--- src/tcw_pkg.sv ---
// Shared types and constants for the text console writer.
// Holds screen geometry, item and result words, controller codes and
// the command/status structs; no dependencies.
package tcw_pkg;

   // Screen geometry
   localparam int COLUMNS    = 80;
   localparam int ROWS       = 25;
   localparam int CELL_COUNT = COLUMNS * ROWS;

   // Internal widths derived from the geometry
   localparam int COL_W  = $clog2(COLUMNS);
   localparam int COLX_W = COL_W + 1;
   localparam int ROW_W  = $clog2(ROWS);
   localparam int ADDR_W = $clog2(CELL_COUNT);

   // Fixed field widths of the item and result words
   localparam int ACTION_W = 2;
   localparam int CHAR_W   = 8;
   localparam int RCOL_W   = 7;
   localparam int RROW_W   = 5;
   localparam int OCOL_W   = 7;
   localparam int OROW_W   = 5;
   localparam int ATTR_W   = 8;
   localparam int CELL_W   = CHAR_W + ATTR_W;
   localparam int COLOR_W  = 4;

   // Configuration register indexes
   localparam int CSR_IDX_W = 1;
   localparam logic [CSR_IDX_W-1:0] CSR_FOREGROUND = 1'd0;
   localparam logic [CSR_IDX_W-1:0] CSR_BACKGROUND = 1'd1;
   localparam logic [COLOR_W-1:0]   FG_RESET       = 4'd7;
   localparam logic [COLOR_W-1:0]   BG_RESET       = 4'd0;

   // Action codes
   localparam logic [ACTION_W-1:0] ACT_PUT   = 2'd0;
   localparam logic [ACTION_W-1:0] ACT_CLEAR = 2'd1;
   localparam logic [ACTION_W-1:0] ACT_READ  = 2'd2;

   // Character codes
   localparam logic [CHAR_W-1:0] CH_TAB   = 8'd9;
   localparam logic [CHAR_W-1:0] CH_LF    = 8'd10;
   localparam logic [CHAR_W-1:0] CH_CR    = 8'd13;
   localparam logic [CHAR_W-1:0] CH_BLANK = 8'h20;
   localparam logic [ATTR_W-1:0] RESET_ATTR = 8'h07;

   typedef struct packed {
      logic [ACTION_W-1:0] action;
      logic [CHAR_W-1:0]   char_code;
      logic [RCOL_W-1:0]   read_col;
      logic [RROW_W-1:0]   read_row;
   } req_type;

   typedef struct packed {
      logic [OCOL_W-1:0] cursor_col;
      logic [OROW_W-1:0] cursor_row;
      logic [CHAR_W-1:0] cell_char;
      logic [ATTR_W-1:0] cell_attr;
      logic              scrolled;
   } rsp_type;

   typedef enum logic [2:0] {
      ST_INIT,
      ST_IDLE,
      ST_EXEC,
      ST_READ,
      ST_COPY,
      ST_BLANK,
      ST_CLEAR,
      ST_DONE
   } state_type;

   // Controller to datapath
   typedef struct packed {
      logic take;
      logic exec;
      logic capture;
      logic sw_clear;
      logic copy;
      logic fill;
      logic fill_init;
      logic rsp_load;
   } cmd_type;

   // Datapath to controller
   typedef struct packed {
      logic need_scroll;
      logic need_clear;
      logic need_read;
      logic copy_end;
      logic sw_last;
      logic rsp_free;
   } sts_type;

endpackage

--- src/tcw_ctrl.sv ---
// Controller state machine for the text console writer.
// Sequences buffer init, item execution, scroll and clear sweeps and the
// result load; depends on tcw_pkg.
module tcw_ctrl (
   input  logic             clock,
   input  logic             reset,
   input  logic             req_valid,
   output logic             req_ready,
   input  tcw_pkg::sts_type sts,
   output tcw_pkg::cmd_type cmd
);
   import tcw_pkg::*;

   state_type state_ff;
   state_type state_in;

   // State register
   always_ff @(posedge clock) begin
      if (reset) begin
         state_ff <= ST_INIT;
      end else begin
         state_ff <= state_in;
      end
   end

   // Next state and commands
   always_comb begin
      state_in  = state_ff;
      cmd       = '0;
      req_ready = 1'b0;
      case (state_ff)
         ST_INIT: begin
            cmd.fill      = 1'b1;
            cmd.fill_init = 1'b1;
            if (sts.sw_last) begin
               state_in = ST_IDLE;
            end
         end
         ST_IDLE: begin
            req_ready = 1'b1;
            if (req_valid) begin
               cmd.take = 1'b1;
               state_in = ST_EXEC;
            end
         end
         ST_EXEC: begin
            cmd.exec     = 1'b1;
            cmd.sw_clear = 1'b1;
            if (sts.need_scroll) begin
               state_in = ST_COPY;
            end else if (sts.need_clear) begin
               state_in = ST_CLEAR;
            end else if (sts.need_read) begin
               state_in = ST_READ;
            end else if (sts.rsp_free) begin
               cmd.rsp_load = 1'b1;
               state_in     = ST_IDLE;
            end else begin
               state_in = ST_DONE;
            end
         end
         ST_READ: begin
            cmd.capture = 1'b1;
            if (sts.rsp_free) begin
               cmd.rsp_load = 1'b1;
               state_in     = ST_IDLE;
            end else begin
               state_in = ST_DONE;
            end
         end
         ST_COPY: begin
            cmd.copy = 1'b1;
            if (sts.copy_end) begin
               state_in = ST_BLANK;
            end
         end
         ST_BLANK: begin
            cmd.fill = 1'b1;
            if (sts.sw_last) begin
               state_in = ST_DONE;
            end
         end
         ST_CLEAR: begin
            cmd.fill = 1'b1;
            if (sts.sw_last) begin
               state_in = ST_DONE;
            end
         end
         ST_DONE: begin
            if (sts.rsp_free) begin
               cmd.rsp_load = 1'b1;
               state_in     = ST_IDLE;
            end
         end
         default: begin
            state_in = ST_INIT;
         end
      endcase
   end

   // An accepted word is executed in the very next cycle
   a_take_exec: assert property (@(posedge clock) disable iff (reset)
      cmd.take |=> state_ff == ST_EXEC)
      else $error("accepted word not executed next cycle");

   // Bottom row blanking only follows the row copy
   a_blank_after_copy: assert property (@(posedge clock) disable iff (reset)
      (state_ff == ST_BLANK && $past(state_ff) != ST_BLANK) |-> $past(state_ff) == ST_COPY)
      else $error("blank sweep entered without copy");

   // Init sweep runs only straight out of reset
   a_init_from_reset: assert property (@(posedge clock) disable iff (reset)
      (state_ff == ST_INIT && !$past(reset)) |-> $past(state_ff) == ST_INIT)
      else $error("init sweep re-entered");

endmodule

--- config.mk ---
export PLATFORM = sky130hd
export DESIGN_NAME = tcw_ctrl
export DESIGN_NICKNAME = d
export VERILOG_FILES = /design/src/tcw_pkg.sv /design/src/tcw_ctrl.sv
export SDC_FILE = /design/constraint.sdc
export NUM_CORES = 1
export LEC_CHECK = 0
export ABC_CLOCK_PERIOD_IN_PS = 1300
export BUFFER_PORTS_ARGS = -buffer_cell sky130_fd_sc_hd__buf_2
export CELL_PAD_IN_SITES_DETAIL_PLACEMENT = 1
export CELL_PAD_IN_SITES_GLOBAL_PLACEMENT = 2
export CORE_MARGIN = 1.5
export CORE_UTILIZATION = 21
export DETAILED_ROUTE_END_ITERATION = 6
export GPL_TIMING_DRIVEN = 0
export PLACE_DENSITY_LB_ADDON = 0.05
export SLEW_MARGIN = 20
export SYNTH_ARGS = -nofsm -noshare
export SYNTH_HDL_FRONTEND = slang
export SYNTH_SLANG_ARGS = --single-unit
--- constraint.sdc ---
create_clock -name clock -period 1.3 [get_ports clock]
set_input_delay 0.065 -clock clock [delete_from_list [all_inputs] [get_ports clock]]
set_output_delay 0.065 -clock clock [all_outputs]
set_load 0.05 [all_outputs]
==> qor.yml <==
drtIter0Drc: 3
grt-ovfl-total: 0
mostFrequentLayoutCell: "buf_6"
async_flop_share_pct: 0
finClkSkew_ns: 0.001668
drcViolationCount: 0
path_class: "register to register"
clock_latency_ns: 0.23
syn_area_sq_um: 386.6
violations: "setup timing"
cap_violations: 0
placed_cell_area_sq_um: 561.8
crit_required_ns: 1.44
final_cells: 104
postLayoutCellArea_sq_um: 797.0
antenna_found_initial: 0
use_met1_pct: 20.24
worstMarginPinSlew_ns: 0.3415
period_needed_ns: 1.508
utilization_pct: 46.16
cts.sink_count: 3
power_density_nw_per_um2: 2937
worstPathArrival_ns: 1.65
top_usage_layer: "met2"
swShare_pct: 51.96
avgRoutedWirePerCell_microns: 12.70
syn_avg_cell_area_sq_um: 8.226
grt_pass1_vias: 448
clk_pin_slew_ns: 0.04
vias: 480
die-area_sq_um: 2107
portBuffers: 17
layout_common_cells: "buf_6, buf_2, buf_4, nor2_1, nor3_4"
hold_viol_final: 0
ys.warnings.count: 0
row_count: 15
synth_cells: 47
grt_pass1_wl_microns: 2132
ctsHtreeMaxLevel: 1
die_w_microns: 45.91
cp-endpoint: "state_ff[1]$_SDFFE_PP0P_"
p_clk_share_pct: 7.1
status: "finished with violations"
synth_edf_count: 0
die_h_microns: 45.91
cts_inserted_buffers: 3
drive_gt1_share_pct: 73.42
synth-seq-cells: 3
firstDrtPassIters: 2
dp_slack_ns: -0.3123
power_w: 0.002341
p_int_w: 0.001125
area_delta_synth_final_pct: 106.1
slew_viol_final: 0
place_inst: 89
seqPwrFrac_pct: 8.6
start_util_pct: 22.39
largest_reg_flops: 3
setup_violations: 8
rsz0062_at_grt: "true"
worst_slack_ns: -0.2076
worstReg2RegStart: "state_ff[0]$_SDFFE_PP0P_"
crit_start: "state_ff[0]$_SDFFE_PP0P_"
place_hpwl_microns: 837.6
top_register: "state_ff"
cts_root_buffer: "clkbuf_4"
r2r_slack_ns: -0.21
clk_path_buf_depth: 2
cp_max_fo: 4
finalCritPeriodShare_pct: 116.0
io-pin-count: 18
synth.distinct_cells: 28
end_kind: "register"
wl_microns: 1321
via_per_inst: 4.615
coreArea_sq_um: 1727
ys_seq_area_share_pct: 15.53
top_regs: "state_ff x3"
final_antenna_net_count: 0
grt_use_total_pct: 14.19
rr_endpoint: "state_ff[1]$_SDFFE_PP0P_"
gr-usage-met2_pct: 21.94
synth_flop_cell: "dfxtp_1"
hold_path.class: "input pin to register"
synth_nets: 56
grt_use_met3_pct: 3.571
gp_congestion: 0.6479
max_freq_ghz: 0.6633
cts_tree: "built"
grt_max_degree: 11
diodes: 0
ir_drop_mv: 1.183
switchingPower_w: 0.001216
start_kind: "register"
ff2ff_path_depth: 6
p_leak_nw: 0.3300
comb_power_share_pct: 84.3
slew-limit-headroom_pct: 77.15
final_nets: 89
stage by stage:
stage | hold WS, ns | setup TNS, ns
after floorplan | 0.1238 | -1.006
after global routing | 0.006320 | -1.311
after global placement | 0.2617 | -0.8487
after CTS | 0.006570 | -0.8506
after detailed placement | 0.2601 | -0.8153
final | 0.01573 | -0.7417
critical path, cell delays in order (launching register included):
cell and delay (ns):
dfxtp_4 0.36, buf_6 0.14, nor3_4 0.04, a21o_4 0.19
a221oi_4 0.38, o21ai_2 0.10, a221oi_2 0.21
logic make-up (layout without fill, tap and decap cells):
family | Yosys count | after routing | share of synthesized area (%)
compound gates | 14 | 14 | 36.25
mux | 1 | 1 | 2.589
buf+inv | 8 | 40 | 17.15
flops | 3 | 3 | 15.53
xor+xnor | 1 | 1 | 2.266
simple gates | 20 | 20 | 26.22
layer usage:
layer  part of all wire [%]  wire (microns)
met3                    3.0              40
met2                     53             699
met1                     44             581
met4                      0               0
met5                      0               0
how the worst min path moves through the flow:
stage | start | endpoint | cells past startpoint
global route | reset | state_ff[1]$_SDFFE_PP0P_ | 2
floorplan | reset | state_ff[1]$_SDFFE_PP0P_ | 1
CTS | reset | state_ff[1]$_SDFFE_PP0P_ | 2
global placement | reset | state_ff[1]$_SDFFE_PP0P_ | 2
finish | reset | state_ff[1]$_SDFFE_PP0P_ | 2
detailed placement | reset | state_ff[1]$_SDFFE_PP0P_ | 2
synth_stat cells, types with 2 or more instances:
cell     n  area (sq um)
nand2_1  2         7.510
nor3_1   4         20.02
dfxtp_1  3         60.06
buf_6    3         33.78
a21oi_1  3         15.01
inv_1    2         7.510
nor2_1   9         33.78
power groups by stage:
stage	clock network [W]	logic (W)	registers [W]
finish	0.000166	0.00197	0.000202
global route	0.000193	0.00209	0.000209
CTS	0.000176	0.00189	0.000209
detailed placement	0	0.00148	0.000194
global placement	0	0.00147	0.000197
floorplan	0	0.00125	0.000182
cell type report:
type / instances / area (sq um)
Buffer: 5 / 70.07
Tap cell: 25 / 31.28
Fill cell: 207 / 929.6
Sequential cell: 3 / 68.82
Multi-Input combinational cell: 36 / 354.1
Timing Repair Buffer: 28 / 226.5
Inverter: 3 / 20.02
Clock buffer: 4 / 26.28
timing repair:
| action | in CTS | in global routing |
|---|---|---|
| hold buffers | 0 | 0 |
| setup endpoints to repair | 10 | 10 |
| pin swaps | 10 | 8 |
| resized for setup | 30 | 6 |
| setup buffers | 9 | 3 |
No activity file was read; power rests on OpenSTA's default activity.
